===== src/hdl/mcse_pkg.sv =====
// types, constants and helpers for the memory card sector exchange
// used by mcse_engine and memory_card_sector_exchange; no dependencies
package mcse_pkg;

  localparam int SECTOR_BYTES = 128;
  localparam int ADDR_BITS    = 10;

  localparam logic [1:0] ACT_START_READ  = 2'd0;
  localparam logic [1:0] ACT_START_WRITE = 2'd1;
  localparam logic [1:0] ACT_EXCHANGE    = 2'd2;
  localparam logic [1:0] ACT_RESERVED    = 2'd3;

  localparam logic [7:0] CMD_BASE   = 8'h81;
  localparam logic [7:0] CMD_READ   = 8'h52;
  localparam logic [7:0] CMD_WRITE  = 8'h57;
  localparam logic [7:0] MARK_5A    = 8'h5a;
  localparam logic [7:0] MARK_5D    = 8'h5d;
  localparam logic [7:0] MARK_5C    = 8'h5c;
  localparam logic [7:0] MARK_END   = 8'h47;

  typedef enum logic [1:0] {
    ST_BUSY = 2'd0,
    ST_DONE = 2'd1,
    ST_ERR  = 2'd2,
    ST_IDLE = 2'd3
  } status_e;

  typedef enum logic [18:0] {
    PH_IDLE  = 19'h00001,
    PH_MODE  = 19'h00002,
    PH_FLAG  = 19'h00004,
    PH_M5A   = 19'h00008,
    PH_M5D   = 19'h00010,
    PH_AHI   = 19'h00020,
    PH_RLO   = 19'h00040,
    PH_R5C   = 19'h00080,
    PH_R5D   = 19'h00100,
    PH_RHI   = 19'h00200,
    PH_RLOE  = 19'h00400,
    PH_RDATA = 19'h00800,
    PH_RCHK  = 19'h01000,
    PH_END   = 19'h02000,
    PH_WDATA = 19'h04000,
    PH_WCS   = 19'h08000,
    PH_WACK  = 19'h10000,
    PH_W5C   = 19'h20000,
    PH_W5D   = 19'h40000
  } phase_e;

  typedef struct packed {
    logic [1:0] action;
    logic       card_slot;
    logic [3:0] floor;
    logic [9:0] sector;
    logic [7:0] rx_byte;
    logic [7:0] write_byte;
  } in_item_t;

  typedef struct packed {
    logic [7:0] tx_byte;
    logic       slot_select;
    logic [7:0] read_byte;
    logic       read_valid;
    logic       write_taken;
    logic [7:0] card_flag;
    logic [1:0] status;
  } out_item_t;

  function automatic logic [7:0] addr_hi(input logic [ADDR_BITS-1:0] s);
    logic [15:0] w;
    w = 16'(s);
    return w[15:8];
  endfunction

  function automatic logic [7:0] addr_lo(input logic [ADDR_BITS-1:0] s);
    logic [15:0] w;
    w = 16'(s);
    return w[7:0];
  endfunction

endpackage


===== src/hdl/mcse_engine.sv =====
// transfer state registers and the per-beat sequencing and checking logic
// depends on mcse_pkg
module mcse_engine (
  input  logic                 clk_i,
  input  logic                 rst_ni,
  input  logic                 fire_i,
  input  mcse_pkg::in_item_t   item_i,
  output mcse_pkg::out_item_t  res_o
);

  mcse_pkg::phase_e              phase_q, phase_d;
  logic [7:0]                    byte_count_q, byte_count_d;
  logic [7:0]                    running_xor_q, running_xor_d;
  logic [7:0]                    flag_copy_q, flag_copy_d;
  logic [mcse_pkg::ADDR_BITS-1:0] held_sector_q, held_sector_d;
  logic                          is_write_q, is_write_d;
  logic                          held_slot_q, held_slot_d;

  logic [15:0]       sec16;
  logic [7:0]        count_inc;
  logic [7:0]        tx;
  logic [7:0]        rd;
  logic              rv, wt, ok;
  mcse_pkg::status_e st;

  always_comb begin
    phase_d       = phase_q;
    byte_count_d  = byte_count_q;
    running_xor_d = running_xor_q;
    flag_copy_d   = flag_copy_q;
    held_sector_d = held_sector_q;
    is_write_d    = is_write_q;
    held_slot_d   = held_slot_q;
    sec16         = 16'(item_i.sector);
    count_inc     = byte_count_q + 8'd1;
    tx            = 8'h00;
    rd            = 8'h00;
    rv            = 1'b0;
    wt            = 1'b0;
    ok            = 1'b1;
    st            = mcse_pkg::ST_BUSY;

    if (item_i.action == mcse_pkg::ACT_START_READ ||
        item_i.action == mcse_pkg::ACT_START_WRITE) begin
      is_write_d    = (item_i.action == mcse_pkg::ACT_START_WRITE);
      held_slot_d   = item_i.card_slot;
      held_sector_d = sec16[mcse_pkg::ADDR_BITS-1:0];
      byte_count_d  = 8'd0;
      flag_copy_d   = 8'd0;
      running_xor_d = mcse_pkg::addr_lo(held_sector_d) ^ mcse_pkg::addr_hi(held_sector_d);
      // floors above 7 count down from the base command
      tx = (item_i.floor > 4'd7) ? (mcse_pkg::CMD_BASE - {4'b0, item_i.floor})
                                 : (mcse_pkg::CMD_BASE + {4'b0, item_i.floor});
      phase_d = mcse_pkg::PH_MODE;
    end else if (item_i.action == mcse_pkg::ACT_RESERVED ||
                 phase_q == mcse_pkg::PH_IDLE) begin
      st = (phase_q == mcse_pkg::PH_IDLE) ? mcse_pkg::ST_IDLE : mcse_pkg::ST_BUSY;
    end else begin
      unique case (phase_q)
        mcse_pkg::PH_MODE: begin
          tx      = is_write_q ? mcse_pkg::CMD_WRITE : mcse_pkg::CMD_READ;
          phase_d = mcse_pkg::PH_FLAG;
        end
        mcse_pkg::PH_FLAG: begin
          flag_copy_d = item_i.rx_byte;
          phase_d     = mcse_pkg::PH_M5A;
        end
        mcse_pkg::PH_M5A: begin
          ok      = (item_i.rx_byte == mcse_pkg::MARK_5A);
          phase_d = mcse_pkg::PH_M5D;
        end
        mcse_pkg::PH_M5D: begin
          ok      = (item_i.rx_byte == mcse_pkg::MARK_5D);
          tx      = mcse_pkg::addr_hi(held_sector_q);
          phase_d = mcse_pkg::PH_AHI;
        end
        mcse_pkg::PH_AHI: begin
          tx      = mcse_pkg::addr_lo(held_sector_q);
          phase_d = is_write_q ? mcse_pkg::PH_WDATA : mcse_pkg::PH_RLO;
        end
        mcse_pkg::PH_RLO: phase_d = mcse_pkg::PH_R5C;
        mcse_pkg::PH_R5C: begin
          ok      = (item_i.rx_byte == mcse_pkg::MARK_5C);
          phase_d = mcse_pkg::PH_R5D;
        end
        mcse_pkg::PH_R5D: begin
          ok      = (item_i.rx_byte == mcse_pkg::MARK_5D);
          phase_d = mcse_pkg::PH_RHI;
        end
        mcse_pkg::PH_RHI: begin
          ok      = (item_i.rx_byte == mcse_pkg::addr_hi(held_sector_q));
          phase_d = mcse_pkg::PH_RLOE;
        end
        mcse_pkg::PH_RLOE: begin
          ok      = (item_i.rx_byte == mcse_pkg::addr_lo(held_sector_q));
          phase_d = mcse_pkg::PH_RDATA;
        end
        mcse_pkg::PH_RDATA: begin
          rd            = item_i.rx_byte;
          rv            = 1'b1;
          running_xor_d = running_xor_q ^ item_i.rx_byte;
          byte_count_d  = count_inc;
          if (count_inc == 8'(mcse_pkg::SECTOR_BYTES)) phase_d = mcse_pkg::PH_RCHK;
        end
        mcse_pkg::PH_RCHK: begin
          ok      = (item_i.rx_byte == running_xor_q);
          phase_d = mcse_pkg::PH_END;
        end
        mcse_pkg::PH_WDATA: begin
          tx            = item_i.write_byte;
          wt            = 1'b1;
          running_xor_d = running_xor_q ^ item_i.write_byte;
          byte_count_d  = count_inc;
          if (count_inc == 8'(mcse_pkg::SECTOR_BYTES)) phase_d = mcse_pkg::PH_WCS;
        end
        mcse_pkg::PH_WCS: begin
          tx      = running_xor_q;
          phase_d = mcse_pkg::PH_WACK;
        end
        mcse_pkg::PH_WACK: phase_d = mcse_pkg::PH_W5C;
        mcse_pkg::PH_W5C: begin
          ok      = (item_i.rx_byte == mcse_pkg::MARK_5C);
          phase_d = mcse_pkg::PH_W5D;
        end
        // the card's marker here is not checked on writes
        mcse_pkg::PH_W5D: phase_d = mcse_pkg::PH_END;
        mcse_pkg::PH_END: begin
          ok = (item_i.rx_byte == mcse_pkg::MARK_END);
          if (ok) begin
            st      = mcse_pkg::ST_DONE;
            phase_d = mcse_pkg::PH_IDLE;
          end
        end
        default: ok = 1'b0;
      endcase
      if (!ok) begin
        st      = mcse_pkg::ST_ERR;
        tx      = 8'h00;
        phase_d = mcse_pkg::PH_IDLE;
      end
    end

    res_o.tx_byte     = tx;
    res_o.slot_select = held_slot_d;
    res_o.read_byte   = rd;
    res_o.read_valid  = rv;
    res_o.write_taken = wt;
    res_o.card_flag   = flag_copy_d;
    res_o.status      = st;
  end

  always_ff @(posedge clk_i or negedge rst_ni) begin
    if (!rst_ni) begin
      phase_q       <= mcse_pkg::PH_IDLE;
      byte_count_q  <= 8'd0;
      running_xor_q <= 8'd0;
      flag_copy_q   <= 8'd0;
      held_sector_q <= '0;
      is_write_q    <= 1'b0;
      held_slot_q   <= 1'b0;
    end else if (fire_i) begin
      phase_q       <= phase_d;
      byte_count_q  <= byte_count_d;
      running_xor_q <= running_xor_d;
      flag_copy_q   <= flag_copy_d;
      held_sector_q <= held_sector_d;
      is_write_q    <= is_write_d;
      held_slot_q   <= held_slot_d;
    end
  end

  a_err_to_idle: assert property (@(posedge clk_i) disable iff (!rst_ni)
    fire_i && res_o.status == mcse_pkg::ST_ERR |=> phase_q == mcse_pkg::PH_IDLE)
    else $error("error beat did not return to idle");

  a_done_to_idle: assert property (@(posedge clk_i) disable iff (!rst_ni)
    fire_i && res_o.status == mcse_pkg::ST_DONE |=> phase_q == mcse_pkg::PH_IDLE)
    else $error("done beat did not return to idle");

  a_read_only_on_read: assert property (@(posedge clk_i) disable iff (!rst_ni)
    fire_i && res_o.read_valid |-> !is_write_q && !res_o.write_taken)
    else $error("payload byte passed on during a write");

  a_write_only_on_write: assert property (@(posedge clk_i) disable iff (!rst_ni)
    fire_i && res_o.write_taken |-> is_write_q)
    else $error("payload byte consumed during a read");

  a_hold_without_beat: assert property (@(posedge clk_i) disable iff (!rst_ni)
    !fire_i |=> $stable(phase_q) && $stable(byte_count_q))
    else $error("transfer state moved without a beat");

endmodule


===== src/hdl/memory_card_sector_exchange.sv =====
// Host side sequencer for one memory card sector read or write, one byte per beat.
//
// Input channel (in_valid_i / in_stall_o / in_i): each beat is either a start
// (read or write) carrying slot, floor and sector, or a byte exchange carrying
// the byte the card returned last time and, in a write's data phase, the next
// payload byte. Output channel (out_valid_o / out_stall_i / out_o): exactly one
// result beat per input beat, in order, with the byte to send next, the slot,
// any received payload byte, the card's flag byte and a status code.
// An accepted input beat passes through an input register, then the sequencing
// logic, then the result register. Throughput is one beat per cycle while
// out_stall_i does not hold the result register full; mcse_engine updates its state on every fired beat.
// When out_stall_i holds the result register full, in_stall_o rises while the
// input register is also full; a stalled result stays stable. Reset clears
// both registers' valid flags and returns the transfer to idle.
// depends on mcse_pkg and mcse_engine
module memory_card_sector_exchange (
  input  logic                 clk_i,
  input  logic                 rst_ni,
  input  logic                 in_valid_i,
  output logic                 in_stall_o,
  input  mcse_pkg::in_item_t   in_i,
  output logic                 out_valid_o,
  input  logic                 out_stall_i,
  output mcse_pkg::out_item_t  out_o
);

  logic                in_valid_q;
  mcse_pkg::in_item_t  in_q;
  logic                out_valid_q;
  mcse_pkg::out_item_t out_q;
  mcse_pkg::out_item_t res;
  logic                out_free;
  logic                fire;

  assign out_free   = !out_valid_q || !out_stall_i;
  assign fire       = in_valid_q && out_free;
  assign in_stall_o = in_valid_q && !out_free;

  mcse_engine u_engine (
    .clk_i  (clk_i),
    .rst_ni (rst_ni),
    .fire_i (fire),
    .item_i (in_q),
    .res_o  (res)
  );

  always_ff @(posedge clk_i or negedge rst_ni) begin
    if (!rst_ni) begin
      in_valid_q  <= 1'b0;
      out_valid_q <= 1'b0;
    end else begin
      if (!in_stall_o) in_valid_q <= in_valid_i;
      if (out_free) out_valid_q <= fire;
    end
  end

  // payload registers load on a taken beat only
  always_ff @(posedge clk_i) begin
    if (in_valid_i && !in_stall_o) in_q <= in_i;
    if (fire) out_q <= res;
  end

  assign out_valid_o = out_valid_q;
  assign out_o       = out_q;

endmodule


===== config.mk =====
export PLATFORM = sky130hd
export DESIGN_NAME = memory_card_sector_exchange
export DESIGN_NICKNAME = d
export VERILOG_FILES = /design/src/hdl/mcse_pkg.sv /design/src/hdl/mcse_engine.sv /design/src/hdl/memory_card_sector_exchange.sv
export SDC_FILE = /design/constraint.sdc
export NUM_CORES = 1
export LEC_CHECK = 0
export ABC_AREA = 1
export ABC_CLOCK_PERIOD_IN_PS = 2400
export BUFFER_PORTS_ARGS = -buffer_cell sky130_fd_sc_hd__buf_2
export CORE_MARGIN = 4
export CORE_UTILIZATION = 23
export CTS_CLUSTER_DIAMETER = 40
export DETAILED_ROUTE_END_ITERATION = 8
export SYNTH_ARGS = -nofsm -noshare
export SYNTH_HDL_FRONTEND = slang
export SYNTH_SLANG_ARGS = --single-unit
export TNS_END_PERCENT = 100

===== constraint.sdc =====
create_clock -name clk_i -period 2.4 [get_ports clk_i]
set_input_delay 0 -clock clk_i [delete_from_list [all_inputs] [get_ports clk_i]]
set_output_delay 0 -clock clk_i [all_outputs]
set_load 0.005 [all_outputs]

# --- Word level (Yosys, flattened, before mapping) ---
# Index checks and enable logic that the tools add are counted.
totals:
  reg_bits: 119
  inputBits: 37
  output_inout_bits: 31
  word_cells: 122
classes:
  addsub: 3
  magnitude_cmp: 1
  eq_ne: 34
  muxes: 34
  bitwise: 4
  n_reduce_logical: 24
ops:
  columns: ["cell", "count"]
  rows:
  - ["$pmux 19 s17", 1]
  - ["$mux 19", 6]
  - ["$mux 8", 12]
  - ["$pmux 8 s5", 1]
  - ["$eq 8x7->1 const B", 4]
  - ["$eq 19x1->1 const B", 1]
  - ["$eq 19x10->1 const B", 1]
  - ["$eq 19x11->1 const B", 1]
  - ["$eq 19x12->1 const B", 1]
  - ["$eq 19x13->1 const B", 1]
  - ["$eq 19x14->1 const B", 1]
  - ["$eq 19x15->1 const B", 1]
  - ["$eq 19x16->1 const B", 1]
  - ["$eq 19x17->1 const B", 1]
  - ["$eq 19x18->1 const B", 1]
  - ["$eq 19x19->1 const B", 1]
  - ["$eq 19x2->1 const B", 1]
  - ["$eq 19x3->1 const B", 1]
  - ["$eq 19x4->1 const B", 1]
  - ["$eq 19x5->1 const B", 1]
  - ["$eq 19x6->1 const B", 1]
  - ["$eq 19x7->1 const B", 1]
  - ["$eq 19x8->1 const B", 1]
  - ["$eq 19x9->1 const B", 1]
  - ["33 further kinds", 57]

# --- Longest topological paths before layout ---
depth:
  word_depth: 8
  mapped_depth: 17
  depth_no_buf: 17

# --- By module ---
# A second synthesis with hierarchy kept.
unflattened:
  hier_cells: 743
  area_unflattened_um2: 6573.8
by_module_without_submodules:
  columns: ["module", "instances", "cells_per_inst", "area_per_inst_um2", "seq_area_each_um2"]
  rows:
  - ["mcse_engine", 1, 669, 4616.9, 1377.6]
  - ["memory_card_sector_exchange", 1, 74, 1956.9, 1911.8]

# --- Worst setup path before layout ---
# OpenSTA, ideal clock, no wires.
synth_path:
  path_kind: "reg2reg"
  start: "register out_valid_q, in the netlist out_valid_o"
  end: "register out_q (netlist bit out_o[0]) (enable)"
  setup_time_ns: 0.404
  t_arrival_ns: 1.690
  setup_slack_ns: 0.306
  path_stages_with_launch: 5
  synth_period_minus_slack_ns: 2.094
  path_cell_list: "dfrtp_1 nand2_1 inv_1 nor2_1 clkbuf_1"
synth_between:
  elab_chain_len: 3
synth_rtl:
  columns: ["element", "line_no", "rtl"]
  rows:
  - ["start, declared", "memory_card_sector_exchange.sv:29", "logic out_valid_q;"]
  - ["start signal, assigned", "memory_card_sector_exchange.sv:53", "if (out_free) out_valid_q <= fire;"]
  - ["$logic_not 1->1", "memory_card_sector_exchange.sv:35", "assign out_free = !out_valid_q || !out_stall_i;"]
  - ["$logic_or 1x1->1", "memory_card_sector_exchange.sv:35", null]
  - ["$logic_and 1x1->1", "memory_card_sector_exchange.sv:36", "assign fire = in_valid_q && out_free;"]
  - ["via fire", "memory_card_sector_exchange.sv:33", "logic fire;"]
  - ["end signal, assigned", "memory_card_sector_exchange.sv:60", "if (fire) out_q <= res;"]
  - ["end, declared", "memory_card_sector_exchange.sv:30", "mcse_pkg::out_item_t out_q;"]
# The timed path passes the listed nets, and every way through them passes these cells.
# A chain may end at the register's enable or synchronous reset.

# --- Worst setup path in the final report ---
layout_path:
  start: "register u_engine.phase_q[5]"
  end: "register u_engine.phase_q[0]"
layout_between:
  elab_chain_len: 8
  elab_cells_between_ends: 37
  cone_classes: "24 x eq/ne; 7 x mux; 6 x reduce/logical"
layout_rtl:
  columns: ["element", "line_no", "rtl"]
  rows:
  - ["start, declared", "mcse_engine.sv:11", "mcse_pkg::phase_e phase_q, phase_d;"]
  - ["start signal, assigned", "mcse_engine.sv:154", "phase_q <= mcse_pkg::PH_IDLE;"]
  - ["start signal, assigned", "mcse_engine.sv:162", "phase_q <= phase_d;"]
  - ["parallel branches: the longest is 8 deep, another holds $eq 19x2->1", null, null]
# Parallel ways; which one is timed is not known. The select of a mux whose other input is x is not followed.

==> results_dict.tcl <==
set metrics [dict create \
    rsz0062_at_grt "true" \
    crit_path_end_kind "register" \
    rows 59 \
    rrSetupSlack_ns 0.03 \
    synth_adder_area_share 0.00814 \
    regArea_sq_um 3290 \
    dp.cells 1081 \
    final_hold_viol_count 0 \
    clock.fmax_mhz 422 \
    multi_input_area_sq_um 2490 \
    hold_class "in2async" \
    fin_crit_sh 0.987 \
    synth_cells 668 \
    seq_power_share 0.398 \
    die_height_um 172 \
    synthSimpleGateAreaFrac 0.251 \
    numCtsBuffers 17 \
    overflow 0 \
    cts_root_buffer "clkbuf_16" \
    final_common_cell "nand2_1" \
    synth-seq-cells 119 \
    r2r-start "u_engine.phase_q[5]" \
    antenna_found_initial 0 \
    die_w_um 172 \
    final-setup-viol-count 0 \
    grt_usage 0.120 \
    grt_pass1_wl_um 27400 \
    path_cells "nor2_4 > nand2_4 > nor2_4 > nand2_4 > nor2_4 > nor2_2 > nand2_1 > nand2_1 > nand2_1 > nand2_1 > nor2_1 > nand3_2 > nand2_4 > clkbuf_16 > nand2_2 > nand2_1 > nand2_1" \
    clk_latency_ns 0.42 \
    via_per_inst 4.50 \
    syn-mean-instance-area_sq_um 9.21 \
    critical_path.max_stage_delay_ns 0.45 \
    instances_no_fill 1167 \
    ys_warn_count 0 \
    synth-edff-count 62 \
    synth_top_family_by_area "simple AND/OR/NAND/NOR gates" \
    syn_area_sq_um 6150 \
    p_leak_nw 3.73 \
    post_drt_wl_per_cell_um 15.4 \
    drt_iter0_drc 530 \
    initial_utilization 0.235 \
    ir_drop_uv 460 \
    synth.yosys.seq_area_share 0.535 \
    grt_pass1_vias 5037 \
    fill_cells 2693 \
    crit_type "reg2reg" \
    clockBufferDepth 2 \
    finalPower_mw 6.74 \
    synth_xor_area_frac 0.0171 \
    pre_cts_slack_ns -0.0596 \
    diodes 0 \
    p_clk_frac 0.349 \
    ant_nets 0 \
    ioPinCount 68 \
    htreeDepth 4 \
    synth_compound_area_frac 0.110 \
    cp_slowest_cell "dfrtp_1" \
    internal_power_mw 4.64 \
    core_area_sq_um 26200 \
    dp_hpwl_um 13000 \
    muxShareOfSynthArea 0 \
    power_density_nw_per_um2 816 \
    drive_above_1_share 0.256 \
    r2r_cells 17 \
    grt_max_degree 40 \
    required_ns 2.75 \
    slew_violations 0 \
    skew_ns 0.0124 \
    relSlewSlack 0.488 \
    gp_congestion 0.971 \
    synthesis.nets 709 \
    path_common_cell "nand2_1" \
    crit_arrival_ns 2.72 \
    cts_sinks 119 \
    cts_tree "yes" \
    layout_common_cells "134 x nand2_1, 84 x inv_1, 67 x buf_2" \
    synthArstFlopShare 0.479 \
    die_area_sq_um 29400 \
    status "finished, final reports clean" \
    firstDrtPassIters 5 \
    routed_wl_um 18000 \
    worstReg2RegEnd "u_engine.phase_q[0]" \
    synth_cell_types 50 \
    combPwrFrac 0.253 \
    switching_share 0.312 \
    io_buffers 67 \
    maxCapViolCount 0 \
    p_switching_mw 2.10 \
    clk_pin_slew_ns 0.06 \
    final_util 0.315 \
    drc 0 \
    area_delta_synth_final_pct 34.2 \
    worst_slack_ns 0.0302 \
    worst-slew-pin-transition_ns 0.768 \
    synth_flop_cell "edfxtp_1" \
    cp-start-kind "register" \
    fin_nets 860 \
    vias 5257 \
    min_period_ns 2.37 \
    worstPathMaxFanout 7 \
]
==> routing by layer <==
metal / up-vias / wire length, um / GRT usage
li1: 2564 / - / -
met1: 2492 / 8290 / 0.169
met2: 173 / 8080 / 0.179
met3: 28 / 1120 / 0.0257
met4: 0 / 460 / 0.0462
met5: - / 0 / 0
==> synthesized netlist by cell type (5+ instances only) <==
master / number / area share
nand2_1: 138 / 0.084
nand2_4: 5 / 0.0092
nor3_1: 11 / 0.0089
dfrtp_1: 56 / 0.23
inv_2: 7 / 0.0043
edfxtp_1: 62 / 0.30
buf_2: 8 / 0.0065
nand4_1: 31 / 0.032
nor2_1: 46 / 0.028
a21oi_1: 21 / 0.017
nor2_2: 10 / 0.010
o21ai_1: 12 / 0.0098
xor2_1: 10 / 0.014
nor2_8: 5 / 0.016
nand3_1: 39 / 0.032
nor2_4: 7 / 0.013
o21ai_0: 50 / 0.041
inv_1: 86 / 0.052
==> through the flow <==
| step | instance area (sq um) | hold slack, ns | setup TNS, ns |
|---|---|---|---|
| finish | 8260 | 0.204 | 0 |
| global route | 8260 | 0.255 | -0.294 |
| CTS | 7990 | 0.221 | 0 |
| detailed placement | 7070 | 0.119 | -0.122 |
| global placement | 7070 | 0.113 | -0.00342 |
| floorplan | 6150 | -0.296 | 0 |
==> timing repair <==
action,in CTS,in global routing
pin swaps,1,19
endpoints found under the hold margin,61,0
endpoints found under the setup margin,7,48
buffers inserted,0,16
gates resized for setup,1,31
hold buffers,37,0
gates cloned,0,1
==> flip-flops by register name (all words and copies together), names as in the netlist <==
| name | count |
|---|---|
| in_q | 33 |
| out_o | 29 |
| u_engine.phase_q | 19 |
| u_engine.held_sector_q | 10 |
| u_engine.byte_count_q | 8 |
| u_engine.flag_copy_q | 8 |
| u_engine.running_xor_q | 8 |
| in_valid_q | 1 |
| out_valid_o | 1 |
| u_engine.held_slot_q | 1 |
| u_engine.is_write_q | 1 |
==> power by group through the flow <==
stage | sequential [mW] | combinational (mW) | clock, mW
finish | 2.68 | 1.71 | 2.35
floorplan | 2.65 | 0.905 | 0
CTS | 2.67 | 1.48 | 2.40
global route | 2.71 | 1.85 | 2.48
global placement | 2.70 | 1.40 | 0
detailed placement | 2.71 | 1.41 | 0
==> how the worst max path moves through the flow <==
stage	end	depth (start not counted)	startpoint
5_1_grt	u_engine.phase_q[8]	17	u_engine.phase_q[0]
3_3_place_gp	out_o[21]	13	u_engine.phase_q[4]
6_report	u_engine.phase_q[0]	17	u_engine.phase_q[5]
3_5_place_dp	out_o[28]	11	u_engine.phase_q[3]
4_1_cts	u_engine.running_xor_q[3]	12	u_engine.phase_q[3]
2_1_floorplan	out_o[0]	4	out_valid_o
==> kinds of logic (layout without fill, tap and decap cells) <==
logic type                 Yosys count  after routing
DFF                                119            119
xor gates and xnor gates            12             12
buffers and inverters              115            279
and+or+nand+nor                    307            307
AOI/OAI and AO/OA                  111            111
adders and majority gates            4              4
==> worst max-delay path: cells and delay by family, from the launching register on <==
kind | cells | cell delay, ns
flip-flops | 1 | 0.45
AND/OR/NAND/NOR | 16 | 1.69
buffers and inverters | 1 | 0.15
==> area by class of cell <==
cell class                      count  area share
Inverter                           96      0.0440
Sequential cell                   119       0.399
Multi-Input combinational cell    434       0.302
Tap cell                          335      0.0508
Timing Repair Buffer              151       0.139
Clock buffer                       23      0.0567
Clock inverter                      9     0.00955
Note: power is estimated with default switching activity, not from simulation.
